File: config.mk
export PLATFORM = sky130hd
export DESIGN_NAME = opi_mul
export DESIGN_NICKNAME = d
export VERILOG_FILES = /design/src/rtl/opi_mul.sv
export SDC_FILE = /design/constraint.sdc
export NUM_CORES = 2
export LEC_CHECK = 0
export ABC_AREA = 1
export BUFFER_PORTS_ARGS = -buffer_cell sky130_fd_sc_hd__buf_2
export CORE_MARGIN = 2
export CORE_UTILIZATION = 40
export CTS_CLUSTER_DIAMETER = 50
export CTS_CLUSTER_SIZE = 28
export DETAILED_ROUTE_END_ITERATION = 6
export GPL_ROUTABILITY_DRIVEN = 0
export SLEW_MARGIN = 5
export SYNTH_ARGS = -nofsm -noshare
export SYNTH_HDL_FRONTEND = slang
export SYNTH_SLANG_ARGS = --single-unit
File: constraint.sdc
create_clock -name clock -period 16.42 [get_ports clock]
set_input_delay 1.642 -clock clock [delete_from_list [all_inputs] [get_ports clock]]
set_output_delay 1.642 -clock clock [all_outputs]
set_load 0.03 [all_outputs]
File: src/rtl/opi_mul.sv
// Shared signed multiplier with a registered product.
module opi_mul (
   input  logic               clock,
   input  logic signed [32:0] a,
   input  logic signed [32:0] b,
   output logic signed [65:0] p
);

   logic signed [65:0] p_ff;
   logic signed [65:0] p_in;

   // One product per cycle, available the cycle after the operands.
   assign p_in = a * b;
   assign p    = p_ff;

   always_ff @(posedge clock) begin
      p_ff <= p_in;
   end

endmodule

* Word-level counts from Yosys, hierarchy flattened *
Index checks and enable logic that the tools add are counted.

word-level totals
  bits in registers = 66
  input bits = 67

cells by class
  $mul = 1

operators by type and width
  kind                                            number
  33-bit by 33-bit multiplier with 66-bit output  1

* Longest topological paths before layout *
  word-level depth = 1
  gate-level depth with buffers = 34

* Least setup slack after synthesis *
No wires, ideal clock.

  kind = in2reg
  start point = input port a[32]
  end point = register p_ff[60] (netlist: p[60])
  arrival = 8,285 ps
  path slack = 8,022 ps
  cell stages on the path = 23
  cell sequence = clkbuf_1 > clkbuf_1 > nand2_1 > inv_1 > fa_1 > fa_1 > fa_1 > fa_1 > inv_1 > fa_1 > fa_1 > fa_1 > fa_1 > inv_1 > ha_1 > nand2_1 > nor2_1 > inv_1 > nor3_1 > nand2_1 > and2_0 > nand4_1 > nand2_1

between the ends
  word-level cells in the longest chain between the ends = 1

RTL lines
  item                                            line  RTL
  start: declaration                              4     input logic signed [32:0] a,
  33-bit by 33-bit multiplier with 66-bit output  13    assign p_in = a * b;
  via p_in[60]                                    10    logic signed [65:0] p_in;
  end signal: assignment                          17    p_ff <= p_in;
  end: declaration                                9     logic signed [65:0] p_ff;

The timed path passes the listed nets, and every way through them passes these cells.

* Worst setup path after layout *
Same ends and word-level chain as after synthesis.

==> metrics.csv <==
metric,value,unit
initial cell density of the core,40.3,%
Slowest cell on crit path,fa_1,
Synth Instances,5549,
CTS tree,yes,
Synthesized Nets,6978,
crit start category,input pin,
antenna violations before repair,10,
Nets,6880,
vias in the first global route,35900,
Worst-path clk slew,0.07,ns
"Req. time, crit path",16.67,ns
hold endpoint,p[0]$_DFF_P_,
Clk Tree Root Cell,clkbuf_16,
Worst Path Arrival,9.32,ns
drt via density,4.73,
Total Wirelength,119,mm
cell area after synthesis,43200,sq um
Worst Path Buf+Inv,5,
share of cells above drive strength 1,4.25,%
setup violators final,0,
clock buffer depth,2,
Setup WS pre-CTS,7.03,ns
"most common cell after layout, fill and taps aside",inv_1,
TritonCTS Buffers,9,
wire per inst,17.4,um
worst hold stages,3,
PostCTS Resize Cnt,0,
Final min period,9.07,ns
Routed Antenna Nets,0,
row count,120,
Netlist cell types,32,
Worst Hold Launch,b[0],
global-route wire length before repair,197,mm
flop and latch count out of synthesis,66,
Critical Path End Type,flop,
Die X,333,um
Hold Crit Class,in2reg,
Least-Margin Pin Slew,1.10,ns
CP top delay family,adder cells,
CTS sink count,66,
RSZ-0062 raised after global routing,false,
depth of the CTS H-tree,3,
# port buffers,132,
sequential fraction of the synthesis area,3.06,%
Syn. warnings,0,
Crit Path Max Fanout,33,
hpwl dp,99.0,mm
final hold violation count,0,
critical path class,in2reg,
Relative slew margins,26.9,%
most frequent cells in the layout,"inv_1, nand2_1, fa_1",
routed vias,32400,
sequence of cells on the critical path,buf_2 -> nand2_1 -> inv_1 -> fa_1 -> fa_1 -> fa_1 -> fa_1 -> inv_1 -> fa_1 -> fa_1 -> fa_1 -> fa_1 -> inv_1 -> ha_1 -> nand2_1 -> nor2_1 -> inv_1 -> nor3_1 -> nand2_1 -> nor2_1 -> nand2_1 -> nand4_1 -> nand2_1,
# IOs,133,
Core Area,107000,sq um
Max-cap violations,0,
status,completed,
GRT Util Overall,22.7,%
die footprint,111000,sq um
area grow syn2layout,4.42,%
PnR worst setup slack,7.35,ns
Final Max Tran Viols,0,
Final Cycle Share,55.2,%
Syn Area/Cell,7.78,sq um
largest net degree at the start of global routing,35,
DIE HEIGHT,333,um
number of setup buffers added after CTS,0,
DRT Pass-1 Iters,7,
area of the multi-input gates,33700,sq um
DRC,0,
Hold Slack,2.04,ns
most frequent CP cell,fa_1,
fillers,10900,
max reg flops,66,
Final TNS setup,0,ns
cts hold-fix bufs,0,
Seq. cell area,1320,sq um
DR iter-0 viols,2016,
Max Fclk,110,MHz
GRT overflow,0,
CP peak stage delay,1.25,ns
==> cells by family (layout without fill, tap and decap cells) <==
family,Yosys count,in the layout,synth area share (%)
buffers and inverters,2165,2072,18.8
AND/OR/NAND/NOR,1812,1812,16.6
adder cells (fa/ha/maj),1362,1362,59.4
AO/OA/AOI/OAI,105,105,1.34
flip-flops,66,66,3.06
XOR/XNOR,39,39,0.791
other,0,3,0
==> worst max-delay path by stage <==
stage                     startpoint             to  slack, ns  depth (start not counted)
final                          a[32]  p[60]$_DFF_P_       7.35                         23
after detailed placement       a[32]  p[60]$_DFF_P_       7.03                         23
after floorplan                a[32]  p[60]$_DFF_P_       8.02                         23
after global routing           a[32]  p[60]$_DFF_P_       6.85                         23
after global placement         a[32]  p[60]$_DFF_P_       7.12                         23
after CTS                      a[32]  p[60]$_DFF_P_       7.39                         23
==> area by class of cell <==
type                    instances  area share (%)
multi-input cells            3318            74.8
flip-flops and latches         66            2.93
inverters                    1902            15.8
diodes                          3          0.0167
well taps                    1403            3.89
repair buffers                154            1.83
clock buffers                  12           0.569
clock inverters                 4           0.111
==> routing by layer <==
metal  GRT usage, %  vias to the layer above  share of wire (%)
met4           7.34                       12                3.7
li1               -                    14800                  -
met2           40.2                      932                 50
met5              0                        -              0.064
met3           2.50                      233                5.5
met1           28.9                    16500                 41
==> tightest hold or removal path, stage by stage <==
cell and delay (ns):
buf_2 0.33, nand2_1 0.27, inv_1 0.06
==> per-stage QoR <==
step | util, % | instances | area [sq um]
2_1_floorplan | - | 5549 | 43200
3_3_place_gp | 41.8 | 6843 | 44800
3_5_place_dp | 41.8 | 6843 | 44800
4_1_cts | 42.1 | 6859 | 45100
5_1_grt | 42.1 | 6861 | 45100
6_report | 42.1 | 6862 | 45100
==> cell usage after synthesis <==
cell	n	area, sq um
nand3b_1	4	30.0
o21ai_1	6	30.0
or2_1	1	6.26
a21oi_2	3	26.3
dfxtp_1	66	1320
o21ai_0	18	90.1
ha_1	217	2720
nand2_2	15	93.8
and2_1	2	12.5
xor2_1	35	307
a21oi_1	61	305
xnor2_1	4	35.0
nor2_4	4	45.0
inv_1	1896	7120
and2_0	1	6.26
nand3_1	70	350
o21bai_1	12	90.1
o21a_1	1	7.51
or2_2	5	31.3
fa_1	1145	22900
clkbuf_1	261	980
nand3_2	8	80.1
nor2_1	125	469
nand4_1	19	119
nand2_1	1523	5720
nor3_1	8	40.0
a21boi_0	1	7.51
a21o_1	3	22.5
buf_1	2	7.51
nor2_2	22	138
nor4_1	5	31.3
inv_2	6	22.5
Power is left out: the tool's default activity adds up to more than one toggle a clock period on the data nets, which glitch-free logic cannot reach.
