## config.mk

```make
export PLATFORM = sky130hd
export DESIGN_NAME = opi_cordic
export DESIGN_NICKNAME = d
export VERILOG_FILES = /design/src/rtl/opi_pkg.sv /design/src/rtl/opi_cordic.sv
export SDC_FILE = /design/constraint.sdc
export NUM_CORES = 1
export LEC_CHECK = 0
export BUFFER_PORTS_ARGS = -buffer_cell sky130_fd_sc_hd__buf_2
export CELL_PAD_IN_SITES_DETAIL_PLACEMENT = 2
export CELL_PAD_IN_SITES_GLOBAL_PLACEMENT = 2
export CORE_MARGIN = 2
export CORE_UTILIZATION = 35
export DETAILED_ROUTE_END_ITERATION = 6
export GPL_TIMING_DRIVEN = 0
export PLACE_DENSITY_LB_ADDON = 0.1
export RECOVER_POWER = 50
export SYNTH_ARGS = -nofsm -noshare
export SYNTH_HDL_FRONTEND = slang
export SYNTH_SLANG_ARGS = --single-unit
```

## constraint.sdc

```tcl
create_clock -name clock -period 6.15 [get_ports clock]
set_input_delay 0.615 -clock clock [delete_from_list [all_inputs] [get_ports clock]]
set_output_delay 0.615 -clock clock [all_outputs]
set_load 0.01 [all_outputs]
```

## src/rtl/opi_pkg.sv

```systemverilog
// Shared constants, types and helper functions of the odometry pose integrator.
package opi_pkg;

   // Refresh cycle length and CORDIC iteration count.
   localparam int REFRESH_PERIOD = 128;
   localparam int PC_W           = (REFRESH_PERIOD > 2) ? $clog2(REFRESH_PERIOD) : 1;
   localparam int CORDIC_STEPS   = 24;

   // Divider widths: dividend is magnitude << 24 plus half the divisor.
   localparam int DIV_W = 56;

   // Angle constants in Q3.29, CORDIC seed in Q2.30.
   localparam logic signed [33:0] PI_Q         = 34'sd1686629713;
   localparam logic signed [33:0] TWO_PI_Q     = 34'sd3373259426;
   localparam logic signed [33:0] HALF_PI_Q    = 34'sd843314856;
   localparam logic signed [35:0] CORDIC_START = 36'sd652032874;

   // Position limits in Q32.16 ticks.
   localparam logic signed [49:0] T48_MAX = 50'sd140737488355327;
   localparam logic signed [49:0] T48_MIN = -50'sd140737488355328;

   // Register reset values and indexes.
   localparam logic [31:0] MPT_RESET  = 32'd42950;
   localparam logic [6:0]  SLOT_RESET = 7'd64;
   localparam logic        CSR_MPT    = 1'b0;
   localparam logic        CSR_SLOT   = 1'b1;
   localparam logic [31:0] COS_RESET  = 32'h4000_0000;

   // Result of the CORDIC unit.
   typedef struct packed {
      logic               done;
      logic signed [31:0] cos;
      logic signed [31:0] sin;
   } cordic_res_type;

   // Result of the divider unit.
   typedef struct packed {
      logic               done;
      logic signed [47:0] ticks;
   } div_res_type;

   // Arctangent table, Q2.30.
   function automatic logic signed [33:0] atan_val(input logic [4:0] idx);
      logic signed [33:0] r;
      case (idx)
         5'd0:    r = 34'sd843314857;
         5'd1:    r = 34'sd497837829;
         5'd2:    r = 34'sd263043837;
         5'd3:    r = 34'sd133525159;
         5'd4:    r = 34'sd67021687;
         5'd5:    r = 34'sd33543516;
         5'd6:    r = 34'sd16775851;
         5'd7:    r = 34'sd8388437;
         5'd8:    r = 34'sd4194283;
         5'd9:    r = 34'sd2097149;
         5'd31:   r = 34'sd0;
         default: r = 34'sd1 <<< (5'd30 - idx);
      endcase
      return r;
   endfunction

   // Saturate a wide signed value to 32 bits.
   function automatic logic signed [31:0] sat32(input logic signed [39:0] v);
      logic signed [31:0] r;
      if (v > 40'sd2147483647) begin
         r = 32'sh7FFF_FFFF;
      end else if (v < -40'sd2147483648) begin
         r = 32'sh8000_0000;
      end else begin
         r = v[31:0];
      end
      return r;
   endfunction

   // One step of 2*pi brings the angle into (-pi, pi].
   function automatic logic signed [31:0] wrap_angle(input logic signed [33:0] a);
      logic signed [33:0] r;
      if (a > PI_Q) begin
         r = a - TWO_PI_Q;
      end else if (a <= -PI_Q) begin
         r = a + TWO_PI_Q;
      end else begin
         r = a;
      end
      return r[31:0];
   endfunction

endpackage

```

## src/rtl/opi_cordic.sv

```systemverilog
// Iterative CORDIC in rotation mode giving cosine and sine of a heading.
module opi_cordic (
   input  logic                    clock,
   input  logic                    reset,
   input  logic                    start,
   input  logic signed [31:0]      heading,
   output opi_pkg::cordic_res_type res
);

   logic               busy_ff, busy_in;
   logic               done_ff, done_in;
   logic               neg_ff, neg_in;
   logic [5:0]         cnt_ff, cnt_in;
   logic signed [35:0] x_ff, x_in;
   logic signed [35:0] y_ff, y_in;
   logic signed [33:0] z_ff, z_in;
   logic signed [33:0] h_ext;
   logic signed [33:0] h_red;
   logic signed [35:0] dx;
   logic signed [35:0] dy;
   logic signed [35:0] xo;
   logic signed [35:0] yo;

   assign h_ext = {{2{heading[31]}}, heading};
   assign dx    = y_ff >>> cnt_ff[4:0];
   assign dy    = x_ff >>> cnt_ff[4:0];

   // Start reduces the heading into [-pi/2, pi/2]; each busy cycle is one rotation.
   always_comb begin
      busy_in = busy_ff;
      done_in = 1'b0;
      neg_in  = neg_ff;
      cnt_in  = cnt_ff;
      x_in    = x_ff;
      y_in    = y_ff;
      z_in    = z_ff;
      h_red   = h_ext;
      if (start) begin
         neg_in = 1'b0;
         if (h_ext > opi_pkg::HALF_PI_Q) begin
            h_red  = h_ext - opi_pkg::PI_Q;
            neg_in = 1'b1;
         end else if (h_ext < -opi_pkg::HALF_PI_Q) begin
            h_red  = h_ext + opi_pkg::PI_Q;
            neg_in = 1'b1;
         end
         z_in    = h_red <<< 1;
         x_in    = opi_pkg::CORDIC_START;
         y_in    = 36'sd0;
         cnt_in  = 6'd0;
         busy_in = 1'b1;
      end else if (busy_ff) begin
         if (!z_ff[33]) begin
            x_in = x_ff - dx;
            y_in = y_ff + dy;
            z_in = z_ff - opi_pkg::atan_val(cnt_ff[4:0]);
         end else begin
            x_in = x_ff + dx;
            y_in = y_ff - dy;
            z_in = z_ff + opi_pkg::atan_val(cnt_ff[4:0]);
         end
         cnt_in = cnt_ff + 6'd1;
         if (cnt_ff == 6'(opi_pkg::CORDIC_STEPS - 1)) begin
            busy_in = 1'b0;
            done_in = 1'b1;
         end
      end
   end

   // Undo the half-turn reduction and saturate.
   assign xo       = neg_ff ? -x_ff : x_ff;
   assign yo       = neg_ff ? -y_ff : y_ff;
   assign res.done = done_ff;
   assign res.cos  = opi_pkg::sat32({{4{xo[35]}}, xo});
   assign res.sin  = opi_pkg::sat32({{4{yo[35]}}, yo});

   always_ff @(posedge clock) begin
      if (reset) begin
         busy_ff <= 1'b0;
         done_ff <= 1'b0;
      end else begin
         busy_ff <= busy_in;
         done_ff <= done_in;
      end
      neg_ff <= neg_in;
      cnt_ff <= cnt_in;
      x_ff   <= x_in;
      y_ff   <= y_in;
      z_ff   <= z_in;
   end

endmodule

```

== Word-level counts from Yosys, hierarchy flattened ==
Index checks and enable logic that the tools add are counted.

* Eq/ne operators: 11
* $add $sub $neg: 12
* Bitwise operators: 1
* Order comparisons: 6
* Reduce and logical (&&, ||, !) cells: 3
* Muxes and demuxes: 25
* Shift operators: 3

{| class="wikitable"
|+ Operator list
! cell !! number
|-
| 34-bit one-hot mux with 11 select lines || 1
|-
| 34-bit 2-to-1 mux || 9
|-
| 36-bit 2-to-1 mux || 4
|-
| 32-bit 2-to-1 mux || 4
|-
| 36-bit adder || 2
|-
| 36-bit by 32-bit > comparator with 1-bit output, second input constant || 2
|-
| 36-bit by 32-bit less-than comparator with 1-bit output, second input constant || 2
|-
| 36-bit negation || 2
|-
| 36-bit by 5-bit >>> shifter with 36-bit output || 2
|-
| 36-bit subtractor || 2
|-
| 33-bit 2-to-1 mux || 2
|-
| 34-bit adder || 1
|-
| 2-bit by 5-bit <<< shifter with 34-bit output, first input constant || 1
|-
| 34-bit subtractor || 1
|-
| 32-bit by 32-bit adder with 33-bit output, second input constant || 1
|-
| 32-bit by 32-bit subtractor with 33-bit output, second input constant || 1
|-
| 32-bit by 31-bit > comparator with 1-bit output, second input constant || 1
|-
| 32-bit by 31-bit less-than comparator with 1-bit output, second input constant || 1
|-
| 5-bit by 3-bit equality test with 1-bit output, second input constant || 4
|-
| 5-bit by 2-bit equality test with 1-bit output, second input constant || 2
|-
| 5-bit by 4-bit equality test with 1-bit output, second input constant || 2
|-
| 6-bit by 1-bit adder with 6-bit output, second input constant || 1
|-
| 6-bit by 5-bit equality test with 1-bit output, second input constant || 1
|-
| 5-bit by 1-bit equality test with 1-bit output, second input constant || 1
|-
| other kinds (7) || 11
|}

* Flip-flop bits (word level): 115
* Output and inout port bits: 65
* Input port bits: 35
* Logic and storage cells: 69

== Depth between registers and ports, before layout ==
Gate-level depths: netlist of the first run.

* Depth in word-level cells: 10
* Depth in mapped cells: 30
* Depth with buffers taken out: 26

== Worst setup path after synthesis of the first run ==
OpenSTA, ideal clock, no wires.

* Kind: reg2reg
* From: register cnt_ff[0]
* To: register z_ff[33], data pin
* Slack: 26 ps
* Clock period less this slack: 6124 ps
* Cell stages (with the launch flop): 29
* Data required time: 5886 ps
* Library setup time: 264 ps
* Path buffers: 4
* Arrival: 5860 ps
* Path through: dfxtp_1 buf_6 buf_12 inv_2 buf_1 ha_1 clkbuf_1 o21bai_1 a2111oi_0 a211oi_1 o21ai_0 inv_1 ha_1 o211ai_1 nor3_1 nor2_1 xor2_1 ha_1 and4_1 or3b_2 nand4b_1 a21oi_1 o41ai_1 a31oi_1 o21ai_0 nand2_1 a31oi_1 xnor2_1 o21ai_1

* Longest elaborated chain between the ends: 10
* Elaborated cells between the ends (all ways): 25
* Those cells by class: 3 x add/sub; 10 x eq/ne; 1 x shift; 10 x mux; 1 x reduce/logical

{| class="wikitable"
|+ RTL lines
! item !! RTL line !! RTL
|-
| from (decl) || opi_cordic.sv:13 || <nowiki>logic [5:0] cnt_ff, cnt_in;</nowiki>
|-
| from (signal assigned) || opi_cordic.sv:86 || <nowiki>cnt_ff <= cnt_in;</nowiki>
|-
| 5-bit subtractor || opi_pkg.sv:57 || <nowiki>default: r = 34'sd1 <<< (5'd30 - idx);</nowiki>
|-
| 2-bit by 5-bit <<< shifter with 34-bit output || opi_pkg.sv:57 ||
|-
| 34-bit one-hot mux with 11 select lines (*) || opi_pkg.sv:45 || <nowiki>case (idx)</nowiki>
|-
| 34-bit 2-to-1 mux || opi_cordic.sv:53 || <nowiki>if (!z_ff[33]) begin</nowiki>
|-
| 34-bit 2-to-1 mux || opi_cordic.sv:52 || <nowiki>end else if (busy_ff) begin</nowiki>
|-
| 34-bit 2-to-1 mux || opi_cordic.sv:38 || <nowiki>if (start) begin</nowiki>
|-
| 34-bit subtractor or 34-bit adder (tied branches) || opi_cordic.sv:56, opi_cordic.sv:60 ||
|-
| 34-bit 2-to-1 mux (*) || opi_cordic.sv:53 ||
|-
| 34-bit 2-to-1 mux (*) || opi_cordic.sv:52 ||
|-
| 34-bit 2-to-1 mux (*) || opi_cordic.sv:38 ||
|-
| named net z_in[33] || opi_cordic.sv:16 || <nowiki>logic signed [33:0] z_ff, z_in;</nowiki>
|-
| to (signal assigned) || opi_cordic.sv:89 || <nowiki>z_ff <= z_in;</nowiki>
|-
| to (decl) || opi_cordic.sv:16 ||
|}

Mark *: on every way through the listed nets, which the timed path passes. The rest lies on a longest branch. The select of a mux whose other input is x is not followed.
A chain may end at the register's enable or synchronous reset.

== Final worst setup path of the first run ==
* From: register y_ff[20]
* To: register x_ff[35]

* Longest elaborated chain between the ends: 3
* Elaborated cells between the ends (all ways): 4
* Those cells by class: 2 x add/sub; 1 x shift; 1 x mux

{| class="wikitable"
|+ RTL lines
! item !! RTL line !! RTL
|-
| from (decl) || opi_cordic.sv:15 || <nowiki>logic signed [35:0] y_ff, y_in;</nowiki>
|-
| from (signal assigned) || opi_cordic.sv:88 || <nowiki>y_ff <= y_in;</nowiki>
|-
| 36-bit by 5-bit >>> shifter with 36-bit output (*) || opi_cordic.sv:25 || <nowiki>assign dx = y_ff >>> cnt_ff[4:0];</nowiki>
|-
| 36-bit subtractor or 36-bit adder (tied branches) || opi_cordic.sv:54, opi_cordic.sv:58 ||
|-
| 36-bit 2-to-1 mux (*) || opi_cordic.sv:53 ||
|-
| to (signal assigned) || opi_cordic.sv:87 || <nowiki>x_ff <= x_in;</nowiki>
|-
| to (decl) || opi_cordic.sv:14 || <nowiki>logic signed [35:0] x_ff, x_in;</nowiki>
|}

Every way passes the cells marked *; elsewhere a longest branch is shown, timed or not.

==> metrics.txt, run 1 <==
run status=finished, violations left; failing checks=max-capacitance violations, max-slew violations, negative setup slack; CP Launch Point=y_ff[20]; multi-input combinational cell area=slightly below 20000 sq um; clk_skew=25.8 ps; CP cell instances=clkbuf_1 -> mux2_2 -> mux2i_1 -> a21oi_1 -> a221oi_2 -> buf_4 -> and4bb_2 -> and3_4 -> a21oi_1 -> xnor2_1 -> ha_2 -> a2111oi_4 -> o21a_1 -> nor2_2 -> o221ai_2 -> buf_6 -> o2bb2ai_4 -> o41a_1 -> a21o_1 -> a21oi_2 -> nand2_1 -> mux2i_1 -> mux2_1; GRT Total Usage=45.1%; initial core utilization=35.5%; Die H=252 um; Syn Inst Count=2735; kind of critical path=reg -> reg; Yosys cell types=between 100 and 150; Antenna Nets Post-Route=0; vias after detailed routing=approximately 27000; maxcap violations=8; top-area cell type share of the netlist area=7.53%; synth top area cells=dfxtp_1, mux4_2, ha_1; Max Clk Rate=149 MHz; drt drc=0; TritonCTS clock tree=yes; final weighted congestion in routability-driven placement=between 1 and 1.5; Worst R2R Path Depth=23; Worst-Skew Late Latency=540 ps; worst hold path depth=2; commonest non-fill, non-tap cell in the layout=nor2_1; RR Startpoint=y_ff[20]; total power=16.4 mW; slowest stage cell, crit path=a21oi_1; register area=2660 sq um; YS warnings=0; RSZ-0062 raised after global routing=yes; area growth from synthesis to layout=26.9%; Num CTS Buffers=17; final net count=around 3100; Worst Hold Class=in -> reg; worst r2r dst=x_ff[35]; CP required=6560 ps; hold path start=reset; post-route setup slack=-544 ps; max incr delay on CP=660 ps; top cell type by total area after synthesis=dfxtp_1; root buffer cell=clkbuf_16; Mapped Area=between 20000 and 25000 sq um; period utilization=109%; Fill cells=6778; asr flop ratio synth=0%; Final min period=6690 ps; worst hold endpoint=busy_ff; number of synthesized flops with an enable pin=34; final core utilization=45.1%; Max IR drop VDD=approximately 0.00035 V; final setup vio count=25; Max FO, Critical Path=10; power density cells=601 nW/um^2; post-synth net total=2889; Core Area=60600 sq um; vias in the first global route=27355; Ports=100; register bit total from synthesis=115; grt total ovfl=0; Vias/cell=7.19; clock-pin slew on the worst setup and hold paths=80 ps; largest net degree at the start of global routing=36; leakage=about 11 nW; sequential fraction of the synthesis area=around 12%; overall die width=252 um; initial antenna violation count=9; row cnt=90; Arr. time, crit path=7100 ps; Max Slew Vio Count=101; crit end category=flip-flop; layout cells sized above 1=roughly 30%; global-route wire length before repair=205 mm; Slew HR=-81.4%; CTS Buffer Depth=2; DR WL/cell=41.6 um; clock sinks=about 120; drt total wl=158 mm; worst-margin pin slew=2720 ps; Synth Flop Type=dfxtp_1; DRT iter0 DRCs=2837; H-tree Lvls=4; Avg Cell Area, Syn=about 7.9 sq um; DIE AREA=63500 sq um; Final Hold Fails=0; most frequent cells in the layout=nor2_1, nand2_1, a21oi_1; DRT Pass-1 Iters=6; flop2flop setup slack=-540 ps; PortBufs=81; HPWL Detailed=107 mm; CP Launch Type=flip-flop
worst max-delay path by stage:
stage / end / slack [ps] / depth (start not counted)
after CTS: y_ff[35] / 1 / 25
final: x_ff[35] / -540 / 23
after global placement: z_ff[33] / -3120 / 28
after global routing: x_ff[35] / -470 / 30
after detailed placement: z_ff[33] / -3300 / 28
after floorplan: z_ff[33] / 30 / 28
worst max-delay path, delay by kind of cell, from the launching register on:
family / cells / cell delay, ps
compound gates: 10 / 2820
flops: 1 / 440
fa+ha+maj: 1 / 360
buf+inv: 3 / 990
simple gates: 4 / 650
xor+xnor: 1 / 160
mux: 4 / 1120
stage by stage:
| stage | setup TNS, ps | cell area, sq um | instances | worst slack, ps | hold slack, ps |
|---|---|---|---|---|---|
| 4_1_cts | 0 | 25900 | 3716 | 0.972 | 242 |
| 5_1_grt | -5340 | 27300 | 3789 | -472 | 284 |
| 2_1_floorplan | 0 | 21500 | 2735 | 26.2 | 454 |
| 3_3_place_gp | -94470 | 22900 | 3598 | -3120 | 469 |
| 3_5_place_dp | -109790 | 22900 | 3599 | -3300 | 493 |
| 6_report | -4990 | 27300 | 3790 | -544 | 270 |
cell families after synthesis:
logic type                 synth area share, %
AOI/OAI and AO/OA                         28.4
xor gates and xnor gates                  10.9
adders and majority gates                 7.02
buffers and inverters                     6.74
DFF                                       12.3
muxes                                     15.7
and+or+nand+nor                           19.0
repair_timing:
item | CTS | global route
hold buffers | 0 | 0
pin swaps | 77 | 137
endpoints found under the setup margin | 80 | 45
cloned | 3 | 1
resized for setup | 382 | 208
buffers inserted | 86 | 75
flip-flops by register name, indices dropped and copies added, names as in the netlist:
signal / flops
z_ff: 34
neg_ff: 1
x_ff: 36
cnt_ff: 6
busy_ff: 1
y_ff: 36
done_ff: 1
metal layers:
layer / track usage [%] / wire (um) / share of wire [%]
met1: 52.9 / 57100 / 36
met2: 73.0 / 70700 / 45
met3: 11.5 / 15700 / 10
met4: 29.6 / 14200 / 9.0
met5: 0 / 97 / 0.061
synthesized netlist by cell type (all sizes together) (14+ instances only):
library cell  number
nor3              45
o22ai             56
mux2              49
or2               21
nand3b            14
o41ai             18
buf               91
and2              31
o31ai             26
edfxtp            34
inv               64
ha               116
mux2i            117
a22oi             18
a31oi             52
mux4              72
dfxtp             81
o21bai            24
nand2            217
a211oi            35
o21a              29
nand3             44
or3               17
a21o              72
a21oi            199
xnor2            133
nor4              17
nor2             237
a221oi            17
xor2             134
and3              22
clkbuf           146
nand2b            36
nor2b             29
o21ai            190
area by class of cell:
type / count / area share (%)
repair buffers: 247 / 6.89
clock inverters: 13 / 0.412
clock buffers: 19 / 1.70
plain buffers: 230 / 6.21
well taps: 782 / 3.58
multi-input cells: 2319 / 70.5
diodes: 1 / 0.00916
flip-flops and latches: 115 / 9.72
inverters: 64 / 0.962
report_power, final:
part	leakage [nW]	switching (mW)	internal (mW)	total, mW
logic	9.35	8.65	5.25	13.9
clock network	0.284	0.580	0.564	1.14
registers	1.02	0.340	1.03	1.37
Note: power is estimated with default switching activity, not from simulation.
==> run 2, diff against run 1 <==
- SKIP_LAST_GASP: default -> 1
==> run 2 against run 1 <==
Net effect: the flow still finishes with violations (max-capacitance violations, max-slew violations, negative setup slack); wire length up 0.13%; via count up 0.88%; critical path depth is 1 higher; sequential power about the same; register-to-register slack improved by 40 ps; power up 0.24%; final cell count unchanged; clock skew increased by 2.7 ps; global-route usage unchanged; first-iteration DRC count increased by 7.9%; die area stayed put; critical path type unchanged; largest cell class unchanged; largest power group unchanged.
==> metrics.txt, run 2 (synthesis gave the netlist of run 1 again) <==
Max IR drop VDD=0.000355 V (+0.19%); Num CTS Buffers=17 (unchanged); Arr. time, crit path=7060 ps (-40 ps); largest net degree at the start of global routing=36 (unchanged); worst r2r dst=x_ff[35]; grt total ovfl=0 (unchanged); Worst Hold Class=in -> reg; Fill cells=6766 (-0.18%); biggest regs=x_ff x36, y_ff x36, z_ff x34; Area after DPL=22900 sq um (unchanged); overall die width=252 um (unchanged); drt total wl=158 mm (+0.13%); Placed Instances=3599 (unchanged); DRT iter0 DRCs=3060 (+7.9%); H-tree Lvls=4 (unchanged); maxcap violations=5 (-3); Ports=100 (unchanged); DR WL/cell=41.7 um (+0.13%); Core Area=60600 sq um (unchanged); Slew HR=-76.0% (+5.4 points); vias in the first global route=27355 (unchanged); drt drc=0 (unchanged); Final min period=6660 ps (-37.7 ps); Worst R2R Path Depth=24 (+4.3%); final net count=3148 (unchanged); CP required=6550 ps (about the same); DIE AREA=63500 sq um (unchanged); Final Hold Fails=0 (unchanged); worst hold path depth=2 (unchanged); hold buffers post-CTS=0 (unchanged); RR Startpoint=cnt_ff[3]; Vias/cell=7.26 (+0.88%); hold path start=reset; RSZ-0062 raised after global routing=yes; clock sinks=115 (unchanged); vias after detailed routing=27501 (+0.88%); HPWL Detailed=107 mm (unchanged); clk_skew=28.5 ps (+2.67 ps); initial core utilization=35.5% (unchanged); worst-margin pin slew=2640 ps (-81.0 ps); global-route wire length before repair=205 mm (unchanged); GRT Total Usage=45.1% (unchanged); most frequent cells in the layout=nor2_1, nand2_1, a21oi_1; run status=finished, violations left; PortBufs=81 (unchanged); kind of critical path=reg -> reg; setup TNS=-4850 ps (+139 ps); CP Launch Type=flip-flop; CTS Buffer Depth=2 (unchanged); post-route setup slack=-507 ps (+37.7 ps); Max FO, Critical Path=10 (unchanged); clock-pin slew on the worst setup and hold paths=80 ps (about the same); root buffer cell=clkbuf_16; worst hold endpoint=busy_ff; total power=16.5 mW (+0.24%); Die H=252 um (unchanged); area growth from synthesis to layout=26.8% (about the same); Worst-Skew Late Latency=540 ps (about the same); Antenna Nets Post-Route=0 (unchanged); initial antenna violation count=8 (-1); row cnt=90 (unchanged); power density cells=603 nW/um^2 (+0.27%); TritonCTS clock tree=yes; layout cells sized above 1=29.3% (unchanged); Max Slew Vio Count=80 (-21%); final setup vio count=22 (-12%); Max Clk Rate=150 MHz (+0.57%); commonest non-fill, non-tap cell in the layout=nor2_1; Finished Layout Cells=3790 (unchanged); period utilization=108% (-0.61 points); DRT Pass-1 Iters=6 (unchanged); post-route cell area=27300 sq um (about the same); crit end category=flip-flop; leakage=10.7 nW (about the same); failing checks=max-capacitance violations, max-slew violations, negative setup slack; final weighted congestion in routability-driven placement=1.05 (unchanged); flop2flop setup slack=-510 ps (+40 ps)
[run 2: cell types whose count changed in the layout (fill, tap and decap cells not counted)]
cell	delta
buf_8	+2
buf_12	-2
[run 2: worst max path at each step]
stage | endpoint | depth (start not counted) | slack [ps] | start
final | x_ff[35] | 24 | -510 | cnt_ff[3]
after detailed placement | z_ff[33] | 28 | -3300 | cnt_ff[0]
after CTS | y_ff[35] | 25 | 1 | cnt_ff[1]
after global routing | x_ff[35] | 28 | -480 | cnt_ff[1]
after floorplan | z_ff[33] | 28 | 30 | cnt_ff[0]
after global placement | z_ff[33] | 28 | -3120 | cnt_ff[0]
[run 2: through the flow]
stage,utilization [%],worst slack (ps),hold WS [ps]
finish,45.1,-507,276
global route,45.1,-481,290
CTS,42.7,0.972,242
detailed placement,37.9,-3300,493
global placement,37.8,-3120,469
floorplan,-,26.2,454
[run 2: timing repair]
action                                  CTS  global route
buffers inserted                         86            75
resized for setup                       382           206
pin swaps                                77           137
gates cloned                              3             1
endpoints found under the setup margin   80            45
[run 2: area by class of cell]
cell class / count / area (sq um) / share of cell area (%)
Multi-Input combinational cell: 2319 / 19300 / 70.5
Sequential cell: 115 / 2660 / 9.72
Timing Repair Buffer: 247 / 1880 / 6.89
Buffer: 230 / 1690 / 6.18
Tap cell: 782 / 978 / 3.58
Clock buffer: 19 / 464 / 1.70
Inverter: 64 / 263 / 0.962
Clock inverter: 13 / 113 / 0.412
Antenna cell: 1 / 2.50 / 0.00916
[run 2: routing by layer]
layer	vias to the layer above	part of all wire (%)	wire length, um	track usage (%)
met5	-	0.021	33	0
met4	4	9.4	14900	29.6
met3	844	9.9	15600	11.5
met2	2013	45	70500	73.0
met1	13891	36	56900	52.9
li1	10749	-	-	-
[run 2: critical path, stage by stage (launching register included)]
cell,delay [ps]
dfxtp_1,360
buf_6,220
or3b_2,150
clkbuf_1,790
o22ai_2,220
a31oi_1,550
nand2_1,240
nand4b_4,180
nor2_4,70
and3_4,190
a21oi_1,220
xnor2_1,170
ha_2,380
a2111oi_4,440
o21a_1,260
nor2_2,70
o221ai_2,210
buf_6,170
o2bb2ai_4,60
o41a_1,370
a21o_1,240
a21oi_2,200
nand2_1,100
mux2i_1,290
mux2_1,370
[run 2: where the power goes]
| part | switching [mW] | internal, mW | total (mW) | leakage (nW) |
|---|---|---|---|---|
| sequential | 0.346 | 1.03 | 1.38 | 1.02 |
| combinational | 8.68 | 5.25 | 13.9 | 9.34 |
| clock | 0.590 | 0.564 | 1.15 | 0.284 |
| total | 9.61 | 6.84 | 16.5 | 10.7 |
