[src/rtl/opi_pkg.sv]
// Shared constants, types and helper functions of the odometry pose integrator.
package opi_pkg;

   // Refresh cycle length and CORDIC iteration count.
   localparam int REFRESH_PERIOD = 128;
   localparam int PC_W           = (REFRESH_PERIOD > 2) ? $clog2(REFRESH_PERIOD) : 1;
   localparam int CORDIC_STEPS   = 24;

   // Divider widths: dividend is magnitude << 24 plus half the divisor.
   localparam int DIV_W = 56;

   // Angle constants in Q3.29, CORDIC seed in Q2.30.
   localparam logic signed [33:0] PI_Q         = 34'sd1686629713;
   localparam logic signed [33:0] TWO_PI_Q     = 34'sd3373259426;
   localparam logic signed [33:0] HALF_PI_Q    = 34'sd843314856;
   localparam logic signed [35:0] CORDIC_START = 36'sd652032874;

   // Position limits in Q32.16 ticks.
   localparam logic signed [49:0] T48_MAX = 50'sd140737488355327;
   localparam logic signed [49:0] T48_MIN = -50'sd140737488355328;

   // Register reset values and indexes.
   localparam logic [31:0] MPT_RESET  = 32'd42950;
   localparam logic [6:0]  SLOT_RESET = 7'd64;
   localparam logic        CSR_MPT    = 1'b0;
   localparam logic        CSR_SLOT   = 1'b1;
   localparam logic [31:0] COS_RESET  = 32'h4000_0000;

   // Result of the CORDIC unit.
   typedef struct packed {
      logic               done;
      logic signed [31:0] cos;
      logic signed [31:0] sin;
   } cordic_res_type;

   // Result of the divider unit.
   typedef struct packed {
      logic               done;
      logic signed [47:0] ticks;
   } div_res_type;

   // Arctangent table, Q2.30.
   function automatic logic signed [33:0] atan_val(input logic [4:0] idx);
      logic signed [33:0] r;
      case (idx)
         5'd0:    r = 34'sd843314857;
         5'd1:    r = 34'sd497837829;
         5'd2:    r = 34'sd263043837;
         5'd3:    r = 34'sd133525159;
         5'd4:    r = 34'sd67021687;
         5'd5:    r = 34'sd33543516;
         5'd6:    r = 34'sd16775851;
         5'd7:    r = 34'sd8388437;
         5'd8:    r = 34'sd4194283;
         5'd9:    r = 34'sd2097149;
         5'd31:   r = 34'sd0;
         default: r = 34'sd1 <<< (5'd30 - idx);
      endcase
      return r;
   endfunction

   // Saturate a wide signed value to 32 bits.
   function automatic logic signed [31:0] sat32(input logic signed [39:0] v);
      logic signed [31:0] r;
      if (v > 40'sd2147483647) begin
         r = 32'sh7FFF_FFFF;
      end else if (v < -40'sd2147483648) begin
         r = 32'sh8000_0000;
      end else begin
         r = v[31:0];
      end
      return r;
   endfunction

   // One step of 2*pi brings the angle into (-pi, pi].
   function automatic logic signed [31:0] wrap_angle(input logic signed [33:0] a);
      logic signed [33:0] r;
      if (a > PI_Q) begin
         r = a - TWO_PI_Q;
      end else if (a <= -PI_Q) begin
         r = a + TWO_PI_Q;
      end else begin
         r = a;
      end
      return r[31:0];
   endfunction

endpackage

[src/rtl/opi_div.sv]
// Restoring divider turning meters into ticks, one quotient bit per cycle.
module opi_div (
   input  logic                 clock,
   input  logic                 reset,
   input  logic                 start,
   input  logic signed [31:0]   meters,
   input  logic [31:0]          scale,
   output opi_pkg::div_res_type res
);

   localparam int DW = opi_pkg::DIV_W;

   logic                 busy_ff, busy_in;
   logic                 done_ff, done_in;
   logic                 neg_ff, neg_in;
   logic [5:0]           cnt_ff, cnt_in;
   logic [DW-1:0]        n_ff, n_in;
   logic [DW-1:0]        q_ff, q_in;
   logic [31:0]          rem_ff, rem_in;
   logic [31:0]          d_ff, d_in;
   logic [31:0]          d_sel;
   logic [31:0]          mag;
   logic [32:0]          trial;
   logic signed [49:0]   q_sat;

   assign d_sel = (scale == 32'd0) ? 32'd1 : scale;
   assign mag   = meters[31] ? (32'd0 - meters) : meters;
   assign trial = {rem_ff, n_ff[DW-1]};

   // Load the rounded dividend, then shift one bit through per cycle.
   always_comb begin
      busy_in = busy_ff;
      done_in = 1'b0;
      neg_in  = neg_ff;
      cnt_in  = cnt_ff;
      n_in    = n_ff;
      q_in    = q_ff;
      rem_in  = rem_ff;
      d_in    = d_ff;
      if (start) begin
         neg_in  = meters[31];
         d_in    = d_sel;
         n_in    = {mag, 24'd0} + {25'd0, d_sel[31:1]};
         q_in    = '0;
         rem_in  = 32'd0;
         cnt_in  = 6'd0;
         busy_in = 1'b1;
      end else if (busy_ff) begin
         if (trial >= {1'b0, d_ff}) begin
            rem_in = 32'(trial - {1'b0, d_ff});
            q_in   = {q_ff[DW-2:0], 1'b1};
         end else begin
            rem_in = trial[31:0];
            q_in   = {q_ff[DW-2:0], 1'b0};
         end
         n_in   = {n_ff[DW-2:0], 1'b0};
         cnt_in = cnt_ff + 6'd1;
         if (cnt_ff == 6'(DW - 1)) begin
            busy_in = 1'b0;
            done_in = 1'b1;
         end
      end
   end

   // Clamp to the 48-bit tick range and apply the sign.
   always_comb begin
      if ({1'b0, q_ff} > 57'(opi_pkg::T48_MAX)) begin
         q_sat = opi_pkg::T48_MAX;
      end else begin
         q_sat = 50'(q_ff);
      end
   end

   assign res.done  = done_ff;
   assign res.ticks = neg_ff ? 48'(-q_sat) : q_sat[47:0];

   always_ff @(posedge clock) begin
      if (reset) begin
         busy_ff <= 1'b0;
         done_ff <= 1'b0;
      end else begin
         busy_ff <= busy_in;
         done_ff <= done_in;
      end
      neg_ff <= neg_in;
      cnt_ff <= cnt_in;
      n_ff   <= n_in;
      q_ff   <= q_in;
      rem_ff <= rem_in;
      d_ff   <= d_in;
   end

endmodule

[config.mk]
export PLATFORM = sky130hd
export DESIGN_NAME = opi_div
export DESIGN_NICKNAME = d
export VERILOG_FILES = /design/src/rtl/opi_pkg.sv /design/src/rtl/opi_div.sv
export SDC_FILE = /design/constraint.sdc
export NUM_CORES = 1
export LEC_CHECK = 0
export BUFFER_PORTS_ARGS = -buffer_cell sky130_fd_sc_hd__buf_4
export CELL_PAD_IN_SITES_DETAIL_PLACEMENT = 2
export CELL_PAD_IN_SITES_GLOBAL_PLACEMENT = 2
export CORE_MARGIN = 8
export CORE_UTILIZATION = 35
export CTS_BUF_LIST = sky130_fd_sc_hd__clkbuf_2
export DETAILED_ROUTE_END_ITERATION = 7
export PLACE_DENSITY_LB_ADDON = 0.2
export SETUP_SLACK_MARGIN = 0.3
export SYNTH_ARGS = -nofsm -noshare
export SYNTH_HDL_FRONTEND = slang
export SYNTH_SLANG_ARGS = --single-unit
[constraint.sdc]
create_clock -name clock -period 4.5 [get_ports clock]
set_input_delay 0.225 -clock clock [delete_from_list [all_inputs] [get_ports clock]]
set_output_delay 0.225 -clock clock [all_outputs]
set_load 0.005 [all_outputs]
-- After elaboration in Yosys (flattened, before gate mapping)
Cells that the tools add are included.
- register bits after elaboration: 185
- input port bits: 67
- add/subtract/negate cells: 5
- order comparisons: 2
- reduce and logical (&&, ||, !) cells: 3
- bitwise operators: 1
- mux-type cells: 12
- equality and inequality tests: 1
- operators by type and width (operator ; number):
    56-bit two-way mux ; 2
    32-bit two-way mux ; 3
    48-bit two-way mux ; 2
    56-bit by 31-bit adder with 56-bit output ; 1
    56-bit by 47-bit greater-than comparator with 1-bit output, second input constant ; 1
    48-bit negation ; 1
    33-bit by 32-bit >= comparator with 1-bit output ; 1
    32-bit logical NOT ; 1
    1-bit by 32-bit subtractor with 32-bit output, first input constant ; 1
    32-bit subtractor ; 1
    6-bit by 1-bit adder with 6-bit output, second input constant ; 1
    6-bit equality test, second input constant ; 1
    1-bit two-way mux ; 5
    3-bit OR reduction ; 1
    2-bit nonzero test ; 1
    1-bit NOT ; 1

-- Longest topological paths before layout
Gate-level depths: netlist of run 1.
- depth after elaboration: 4
- mapped depth: 17
- depth with buffers taken out: 14

-- Worst setup path after synthesis of run 1
No wires, ideal clock.
- kind: input to register
- from: in meters[31]
- to: reg n_ff[54] (data pin)
- arrival time: 4.224 ns
- required time: 4.331 ns
- stages on the path: 17
- buffers on the path: 5
- slack: 0.107 ns
- cell sequence: clkbuf_1 clkbuf_1 clkbuf_1 clkbuf_1 nand2_1 o21ai_0 inv_1 fa_1 nor2b_1 o31ai_1 a221oi_1 nor3b_1 nand4_1 or4_1 buf_2 o31a_1 o31ai_1
- word-level cells in the longest chain between the ends: 3
- RTL lines (what ; line ; source):
    from (decl) ; opi_div.sv:6 ; input logic signed [31:0] meters,
    32-bit two-way mux ; opi_div.sv:27 ; assign mag = meters[31] ? (32'd0 - meters) : meters;
    56-bit by 31-bit adder with 56-bit output ; opi_div.sv:43 ; n_in = {mag, 24'd0} + {25'd0, d_sel[31:1]};
    56-bit two-way mux ; opi_div.sv:40 ; if (start) begin
    net n_in[54] ; opi_div.sv:17 ; logic [DW-1:0] n_ff, n_in;
    to (signal assigned) ; opi_div.sv:87 ; n_ff <= n_in;
    to (decl) ; opi_div.sv:17 ;
The timed path passes the listed nets, and every way through them passes these cells.
A chain may end at the register's enable or synchronous reset.

==> results of run 1 <==
worst max-delay path by stage:
stage,end,depth (start not counted)
6_report,res[29],8
5_1_grt,res[36],9
4_1_cts,res[36],9
3_5_place_dp,n_ff[54],11
3_3_place_gp,n_ff[54],12
2_1_floorplan,n_ff[54],17
layout by cell type, fill, tap and decap left out, types with 19 or more instances in the layout:
| cell type | instances |
|---|---|
| nor4_1 | 19 |
| a211oi_1 | 20 |
| nand2_1 | 96 |
| nand3_1 | 21 |
| or3_1 | 23 |
| o31ai_1 | 22 |
| nor2_1 | 182 |
| ha_1 | 40 |
| mux2i_1 | 70 |
| nand4_1 | 21 |
| edfxtp_1 | 89 |
| xor2_1 | 40 |
| xnor2_1 | 39 |
| a21oi_1 | 51 |
| dlygate4sd3_1 | 95 |
| inv_1 | 55 |
| dfxtp_1 | 91 |
| o21ai_0 | 54 |
| mux2_2 | 44 |
| buf_4 | 147 |
| nor3_1 | 35 |
area by class of cell:
| cell class | instances | area share |
|---|---|---|
| Clock inverter | 15 | 0.0114 |
| Timing Repair Buffer | 252 | 0.144 |
| Multi-Input combinational cell | 1038 | 0.481 |
| Antenna cell | 1 | 0.000166 |
| Sequential cell | 185 | 0.305 |
| Clock buffer | 17 | 0.00564 |
| Inverter | 57 | 0.0142 |
| Tap cell | 455 | 0.0377 |
cell usage after synthesis (17+ instances only):
cell type	instances
o21ai_0	60
or4_1	20
nand2_1	99
mux2i_1	70
dfxtp_1	96
nand3_1	23
edfxtp_1	89
mux2_2	44
nor4_1	22
nand4_1	21
nor2_1	186
inv_1	55
o31ai_1	25
a21oi_1	51
nor3_1	39
ha_1	42
a311oi_1	17
or3_1	31
clkbuf_1	105
a211oi_1	20
xor2_1	41
xnor2_1	39
logic make-up after synthesis:
group	share of synthesized area
compound gates	0.170
xor+xnor	0.0574
fa+ha+maj	0.0463
buf+inv	0.0548
flops	0.376
mux	0.0979
simple gates	0.197
stage by stage:
step | area (µm²) | setup TNS, ns | instances | hold WS (ns) | total power, mW
floorplan | 12200 | 0 | 1397 | 0.297 | 2.76
global placement | 13400 | 0 | 1869 | 0.386 | 3.11
detailed placement | 13400 | 0 | 1869 | 0.393 | 3.16
CTS | 14900 | 0 | 2011 | 0.00477 | 4.20
global route | 15100 | -0.102 | 2020 | 0.000185 | 4.49
finish | 15100 | 0 | 2020 | 0.115 | 4.23
routing by layer:
metal	GRT usage	share of wire
met1	0.258	0.45
met2	0.365	0.50
met3	0.0395	0.033
met4	0.0523	0.018
met5	0	0.00053
state kept, by name (all words and copies together), names as in the netlist:
| name | flops |
|---|---|
| busy_ff | 1 |
| cnt_ff | 6 |
| d_ff | 32 |
| done_ff | 1 |
| n_ff | 56 |
| neg_ff | 1 |
| q_ff | 56 |
| rem_ff | 32 |
what timing repair did:
action	CTS	global route
pin swaps	16	15
endpoints found under the hold margin	162	1
setup buffers	16	7
gates resized for setup	49	34
endpoints found under the setup margin	30	39
hold buffers	94	1
critical path: stages (launching register included):
cell,delay [ns]
dfxtp_4,0.41
or4_4,0.53
or4_4,0.45
or4_4,0.55
or2_4,0.28
buf_6,0.12
or4_4,0.41
a221o_1,0.31
buf_4,0.14
power by group:
part           switching, mW  internal [mW]  total (mW)
registers             0.0778           1.91        1.99
clock network          0.745          0.196       0.941
logic                  0.726          0.580        1.31
total                   1.55           2.68        4.23
==> impl_metrics.csv, run 1 <==
group,metric,value,unit
outcome,status,"completed",
yosys,seq_area_frac_synth,0.376,
yosys,syn_nets,1508,
setup_path,r2r_cells,11,
cts,cts.sinks,185,
cts,cts_tree,"built",
setup_path,critPathLaunchType,"register",
yosys,synth_largest_area_cell,"edfxtp_1",
worst_hold_path,holdPathStages,5,
die,boundaryPins,116,
sta,worstMarginPinSlew,1.04,ns
setup_path,reg2reg_from,"d_ff[1]",
placement,dp_hpwl,28100,µm
die,dieArea,41100,µm²
routing,drt_iter0_markers,520,
setup_path,cp_max_fo,3,
worst_hold_path,min_to,"n_ff[30]",
die,start_util,0.354,
placement,dp_slack,0.164,ns
final_layout,post-route-util,0.438,
routing,route.detailed.drc,0,
sta,relSlewSlack,0.308,
sta,worst_slack,0.213,ns
yosys,synth.area.top_cells,"edfxtp_1 22%, dfxtp_1 16%, mux2i_1 5.7%, nor2_1 5.7%, ha_1 4.3%",
routing,wire_per_inst,21.6,µm
cts,clock_path_buffers,2,
cts,worstSkewPairLatency,0.92,ns
final_layout,multiInputGateArea,7260,µm²
sta,timing.final.crit_period,4.29,ns
sta,hold_viol,0,
setup_path,r2r_slack,0.49,ns
final_layout,drive_gt1_frac,0.192,
grt,antenna_found_initial,3,
yosys,avgSynthCellArea,8.74,µm²
worst_hold_path,hold_path.class,"input port to register",
die,rows,68,
cts,cts_made_buffers,17,
run,drv_cap,0,
yosys,synth_area,12200,µm²
die,die_w,203,µm
routing,routed_wl,43600,µm
sta,fin_skew,0.0697,ns
routing,vias_per_cell,5.63,
sta,rsz0062_at_grt,"yes",
sta,period_share,0.953,
final_layout,finalNetCount,1662,
yosys,yosysWarnings,0,
yosys,synth_top_area_frac,0.219,
sta,finalSetupViolCount,0,
power_and_ir_drop,p_leak,5.96,nW
placement,io_buffers,115,
power_and_ir_drop,p_per_area,281,nW/µm²
yosys,ys_async_sr_fraction,0,
cts,ctsHtreeMaxLevel,4,
final_layout,syn2layout_area_growth,23.6,%
yosys,synthCells,1397,
routing,drtPass1Iterations,7,
grt,grt_max_degree,100,
sta,fmax,233,MHz
grt,grt_overflow,0,
power_and_ir_drop,vdd_drop_max,237,µV
yosys,synth_flop_cell,"dfxtp_1",
grt,track_usage,0.208,
grt,grt_pass1_vias,12400,
setup_path,cp.required,4.28,ns
placement,gp_congestion,0.795,
yosys,synth-edff-count,89,
final_layout,seq_area,4610,µm²
worst_hold_path,hp-start,"meters[6]",
routing,postRouteAntennaNets,0,
sta,slew_viol_final,0,
setup_path,worst_r2r_endpoint,"rem_ff[18]",
yosys,yosysUniqueCellTypes,70,
die,core_area,34500,µm²
die,die_h,203,µm
routing,vias,11400,
final_layout,n_fill_cell,3759,
yosys,ys_seq_elements,185,
cts,cts.reportedPaths.clkPinSlew,0.33,ns
setup_path,crit_start,"q_ff[5]",
grt,grt_pass1_wl,69400,µm
setup_path,worstPathArrival,4.06,ns
setup_path,crit_type,"register to output pin",
cts,root_buffer,"clkbuf_2",
setup_path,endpoint_kind,"output pin",
Power figures use the tool's default switching activity.
==> run 2: changes to the inputs <==
Settings changed: CORE_UTILIZATION 35 to 41.
Clock period 4.5 ns to 5.5 ns, I/O delays scaled along.
==> impl_metrics.csv, run 2 (synthesis results as in run 1) <==
group,metric,value,unit
outcome,status,"completed",
final_layout,n_fill_cell,3203,
sta,period_share,0.906,
routing,vias_per_cell,5.87,
routing,vias,11100,
setup_path,critPathTopFamily,"simple AND/OR/NAND/NOR gates",
setup_path,cp_slowest_cell,"or3_1",
run,drv_cap,0,
final_layout,top_regs,"n_ff (56), q_ff (56)",
setup_path,endpoint_kind,"output pin",
sta,relSlewSlack,0.335,
sta,rsz0062_at_grt,"yes",
final_layout,seq_area,4600,µm²
routing,wire_per_inst,22.0,µm
routing,routed_wl,41400,µm
cts,cts_made_buffers,17,
cts,root_buffer,"clkbuf_2",
setup_path,cp_max_fo,8,
cts,clock_path_buffers,2,
setup_path,crit_start,"q_ff[50]",
setup_path,cpPeakStageDelay,0.52,ns
sta,fin_skew,0.0563,ns
setup_path,cpMostUsedCell,"or3_1",
power_and_ir_drop,vdd_drop_max,153,µV
die,boundaryPins,116,
die,die_h,189,µm
final_layout,final_area,14000,µm²
setup_path,worst_r2r_endpoint,"rem_ff[22]",
setup_path,cp.required,5.22,ns
setup_path,path_depth,12,
cts,cts.reportedPaths.clkPinSlew,0.35,ns
cts,worstSkewPairLatency,0.83,ns
final_layout,multiInputGateArea,6960,µm²
setup_path,r2r_cells,11,
grt,grt_pass1_wl,66500,µm
sta,timing.final.crit_period,4.98,ns
setup_path,r2r_slack,1.88,ns
sta,finalSetupViolCount,0,
grt,grt_overflow,0,
placement,gp_congestion,0.805,
worst_hold_path,hold_path.class,"input port to register",
sta,worstMarginPinSlew,0.998,ns
final_layout,finalNetCount,1592,
sta,holdWs,0.0957,ns
grt,track_usage,0.230,
grt,antenna_found_initial,3,
setup_path,worst-path-buf-inv,1,
final_layout,final_common_cell,"nor2_1",
placement,dp_hpwl,28300,µm
setup_path,crit_end,"res[36]",
final_layout,layout_common_cells,"186 x nor2_1, 128 x buf_4, 99 x nand2_1",
routing,postRouteAntennaNets,0,
cts,ctsHtreeMaxLevel,4,
routing,route.detailed.drc,0,
grt,grt_max_degree,112,
sta,fin_setup_tns,0,ns
sta,slew_viol_final,0,
routing,drt_iter0_markers,484,
final_layout,drive_gt1_frac,0.153,
power_and_ir_drop,p_leak,5.58,nW
placement,dp_slack,0.577,ns
final_layout,syn2layout_area_growth,15.0,%
setup_path,reg2reg_from,"d_ff[1]",
die,rows,63,
die,dieArea,35600,µm²
die,start_util,0.414,
setup_path,critPathLaunchType,"register",
sta,fmax,201,MHz
sta,hold_viol,0,
setup_path,crit_type,"register to output pin",
sta,worst_slack,0.516,ns
die,die_w,189,µm
routing,drtPass1Iterations,4,
placement,io_buffers,115,
setup_path,worstPathArrival,4.71,ns
die,core_area,29500,µm²
setup_path,crit_chain,"nor4_1 > nand3_2 > nor2_1 > ha_1 > nand2_1 > or3_1 > or3_1 > or3_1 > nor4_1 > mux2i_1 > o22ai_1 > buf_4",
cts,cts.sinks,185,
power_and_ir_drop,p_per_area,244,nW/µm²
grt,grt_pass1_vias,11800,
cts,cts_tree,"built",
placement,postPlaceCellArea,13200,µm²
run 2: cell types whose count changed in the layout (fill, tap and decap cells not counted), moves of 5 or more:
cell / previous run / this run
o21ai_1: 5 / 0
o21ai_0: 54 / 60
or4_4: 8 / 2
buf_6: 9 / 1
or3_4: 8 / 0
dlygate4sd3_1: 95 / 53
or3_1: 23 / 31
buf_4: 147 / 128
or4_1: 13 / 19
run 2: layout make-up:
cell class / count / share of cell area
diodes: 2 / 0.000356
clock buffers: 17 / 0.00606
clock inverters: 15 / 0.0136
inverters: 57 / 0.0152
multi-input cells: 1038 / 0.496
flip-flops and latches: 185 / 0.327
well taps: 390 / 0.0347
repair buffers: 182 / 0.107
run 2: stage by stage:
step | std cells | util | power [mW]
2_1_floorplan | 1397 | - | 2.26
5_1_grt | 1886 | 0.476 | 3.61
3_5_place_dp | 1795 | 0.448 | 2.59
4_1_cts | 1880 | 0.475 | 3.43
3_3_place_gp | 1795 | 0.448 | 2.53
6_report | 1886 | 0.476 | 3.42
run 2: worst reg2reg max path, stage by stage (launching register included):
cell	delay, ns
edfxtp_1	0.51
inv_1	0.09
ha_1	0.32
nor2b_1	0.22
o31a_1	0.22
o31a_1	0.23
o2111ai_1	0.29
a211oi_1	0.51
nor3_2	0.06
buf_4	0.25
or4_1	0.56
a311oi_1	0.26
run 2: report_power, final:
| group | total [mW] | switching, mW | internal, mW |
|---|---|---|---|
| Clock | 0.802 | 0.622 | 0.179 |
| Sequential | 1.63 | 0.0686 | 1.56 |
| Combinational | 0.988 | 0.572 | 0.416 |
run 2: repair_timing:
action	4_1_cts	5_1_grt
resized for setup	1	1
setup buffers	0	4
hold buffers	53	0
pin swaps	0	1
hold endpoints to repair	145	0
endpoints found under the setup margin	2	7
run 2: how the worst min path moves through the flow:
| stage | endpoint | depth (start not counted) | slack, ns | start |
|---|---|---|---|---|
| floorplan | busy_ff | 1 | 0.35 | reset |
| global route | n_ff[32] | 4 | 0.02 | meters[8] |
| global placement | busy_ff | 2 | 0.44 | reset |
| CTS | n_ff[52] | 4 | 0.003 | meters[28] |
| finish | n_ff[55] | 5 | 0.1 | meters[29] |
| detailed placement | busy_ff | 2 | 0.45 | reset |
run 2: routing by layer:
layer / global-route usage / vias up / share of wire / routed length [µm]
li1: - / 5271 / - / -
met2: 0.396 / 198 / 0.49 / 20300
met4: 0.0532 / 2 / 0.012 / 498
met1: 0.297 / 5565 / 0.46 / 19100
met5: 0 / - / 0.00031 / 13
met3: 0.0375 / 34 / 0.035 / 1470
==> run 3: changes to the inputs <==
Settings changed: REMOVE_ABC_BUFFERS set to 1.
==> impl_metrics.csv, run 3 (synthesis results as in run 1) <==
group,metric,value,unit
cts,cts_tree,"built",
setup_path,r2r_slack,1.69,ns
routing,vias_per_cell,5.81,
power_and_ir_drop,p_per_area,236,nW/µm²
sta,fmax,202,MHz
grt,grt_pass1_wl,63300,µm
die,die_w,189,µm
final_layout,finalNetCount,1580,
sta,worst_slack,0.558,ns
power_and_ir_drop,p_leak,5.48,nW
routing,wire_per_inst,20.8,µm
final_layout,multiInputGateArea,6990,µm²
grt,grt_pass1_vias,11900,
routing,route.detailed.drc,0,
final_layout,seq_area,4600,µm²
final_layout,layout_common_cells,"186 x nor2_1, 124 x buf_4, 99 x nand2_1",
grt,grt_overflow,0,
run,drv_cap,0,
sta,timing.final.crit_period,4.94,ns
sta,period_share,0.899,
routing,postRouteAntennaNets,0,
setup_path,r2r_cells,11,
final_layout,n_fill_cell,3297,
worst_hold_path,hold_path.class,"input port to register",
setup_path,crit_type,"register to output pin",
final_layout,drive_gt1_frac,0.152,
placement,gp_congestion,0.862,
routing,drtPass1Iterations,5,
cts,root_buffer,"clkbuf_2",
sta,fin_setup_tns,0,ns
grt,track_usage,0.216,
cts,cts.reportedPaths.clkPinSlew,0.32,ns
placement,io_buffers,115,
cts,cts_made_buffers,17,
die,rows,63,
sta,slew_viol_final,0,
placement,dp_slack,0.523,ns
setup_path,critPathTopFamily,"simple AND/OR/NAND/NOR gates",
sta,finalSetupViolCount,0,
sta,worstMarginPinSlew,0.860,ns
final_layout,syn2layout_area_growth,13.8,%
die,core_area,29500,µm²
sta,holdWs,0.0960,ns
setup_path,cp_max_fo,41,
die,start_util,0.414,
setup_path,worst-path-buf-inv,2,
setup_path,path_depth,13,
setup_path,worst_r2r_endpoint,"rem_ff[18]",
sta,relSlewSlack,0.425,
setup_path,worstPathArrival,4.67,ns
outcome,status,"completed",
final_layout,final_common_cell,"nor2_1",
placement,dp_hpwl,28700,µm
cts,worstSkewPairLatency,0.82,ns
die,boundaryPins,116,
routing,drt_iter0_markers,490,
sta,hold_viol,0,
setup_path,cpPeakStageDelay,0.46,ns
final_layout,post-route-util,0.471,
sta,fin_skew,0.0571,ns
sta,rsz0062_at_grt,"yes",
setup_path,critPathLaunchType,"register",
setup_path,cp_slowest_cell,"or3_4",
die,die_h,189,µm
power_and_ir_drop,vdd_drop_max,108,µV
cts,ctsHtreeMaxLevel,4,
final_layout,top_regs,"n_ff (56), q_ff (56)",
power_and_ir_drop,power,3.29,mW
setup_path,endpoint_kind,"output pin",
cts,cts.sinks,185,
setup_path,crit_start,"q_ff[50]",
setup_path,crit_chain,"nor4_2 > nand3_1 > buf_4 > nor2_1 > ha_1 > nand2_1 > or3_4 > or3_4 > or3_1 > nor4_2 > mux2i_1 > o22ai_1 > buf_4",
setup_path,cp.required,5.22,ns
routing,vias,10900,
cts,clock_path_buffers,2,
grt,antenna_found_initial,2,
setup_path,crit_end,"res[36]",
routing,routed_wl,39000,µm
grt,grt_max_degree,75,
setup_path,reg2reg_from,"d_ff[1]",
die,dieArea,35600,µm²
## run 3: cell types whose count changed in the layout (fill, tap and decap cells not counted), sizes merged
| cell | change |
|---|---|
| dlygate4sd3 | -8 |
| clkinvlp | +4 |
| inv | -4 |
| buf | -4 |
| diode | -1 |
## run 3: final cells by class
class	instances	area share
inverters	57	0.0154
flip-flops and latches	185	0.331
clock buffers	17	0.00612
diodes	1	0.000180
multi-input cells	1038	0.503
repair buffers	170	0.100
well taps	390	0.0351
clock inverters	15	0.00954
## run 3: metal layers
layer,GRT usage,vias to the layer above,share of wire
met5,0,-,0.00020
met4,0.0640,2,0.019
met3,0.0355,45,0.028
met2,0.383,167,0.50
met1,0.264,5453,0.45
li1,-,5224,-
## run 3: worst min-delay path by stage
stage / from / to / slack (ns) / cells after the start
after floorplan: start / cnt_ff[5] / 0.34 / 1
after global placement: reset / busy_ff / 0.44 / 2
after detailed placement: reset / busy_ff / 0.44 / 2
after CTS: meters[18] / n_ff[42] / 0.005 / 4
after global routing: meters[8] / n_ff[32] / 0.03 / 4
final: meters[18] / n_ff[42] / 0.1 / 4
## run 3: repair_timing
action,in CTS,in global routing
gates resized for setup,2,3
hold endpoints to repair,99,0
setup buffers,0,0
endpoints found under the setup margin,3,4
hold buffers,45,0
## run 3: per-stage QoR
stage / std cells / instance area, µm²
after detailed placement: 1795 / 13200
after global placement: 1795 / 13200
after floorplan: 1280 / 11800
after global routing: 1873 / 13900
after CTS: 1872 / 13900
final: 1873 / 13900
## run 3: worst register-to-register path, cell delays in order (launching register included)
cell	delay (ns)
edfxtp_1	0.47
inv_1	0.06
ha_1	0.29
nor2b_1	0.19
o31a_1	0.21
o31a_1	0.21
o2111ai_1	0.22
a211oi_1	0.47
or3_1	0.59
buf_4	0.39
o311ai_0	0.21
a311oi_1	0.37
## run 3: power breakdown
group | switching, mW | internal [mW]
logic | 0.566 | 0.410
clock network | 0.557 | 0.137
registers | 0.0526 | 1.56
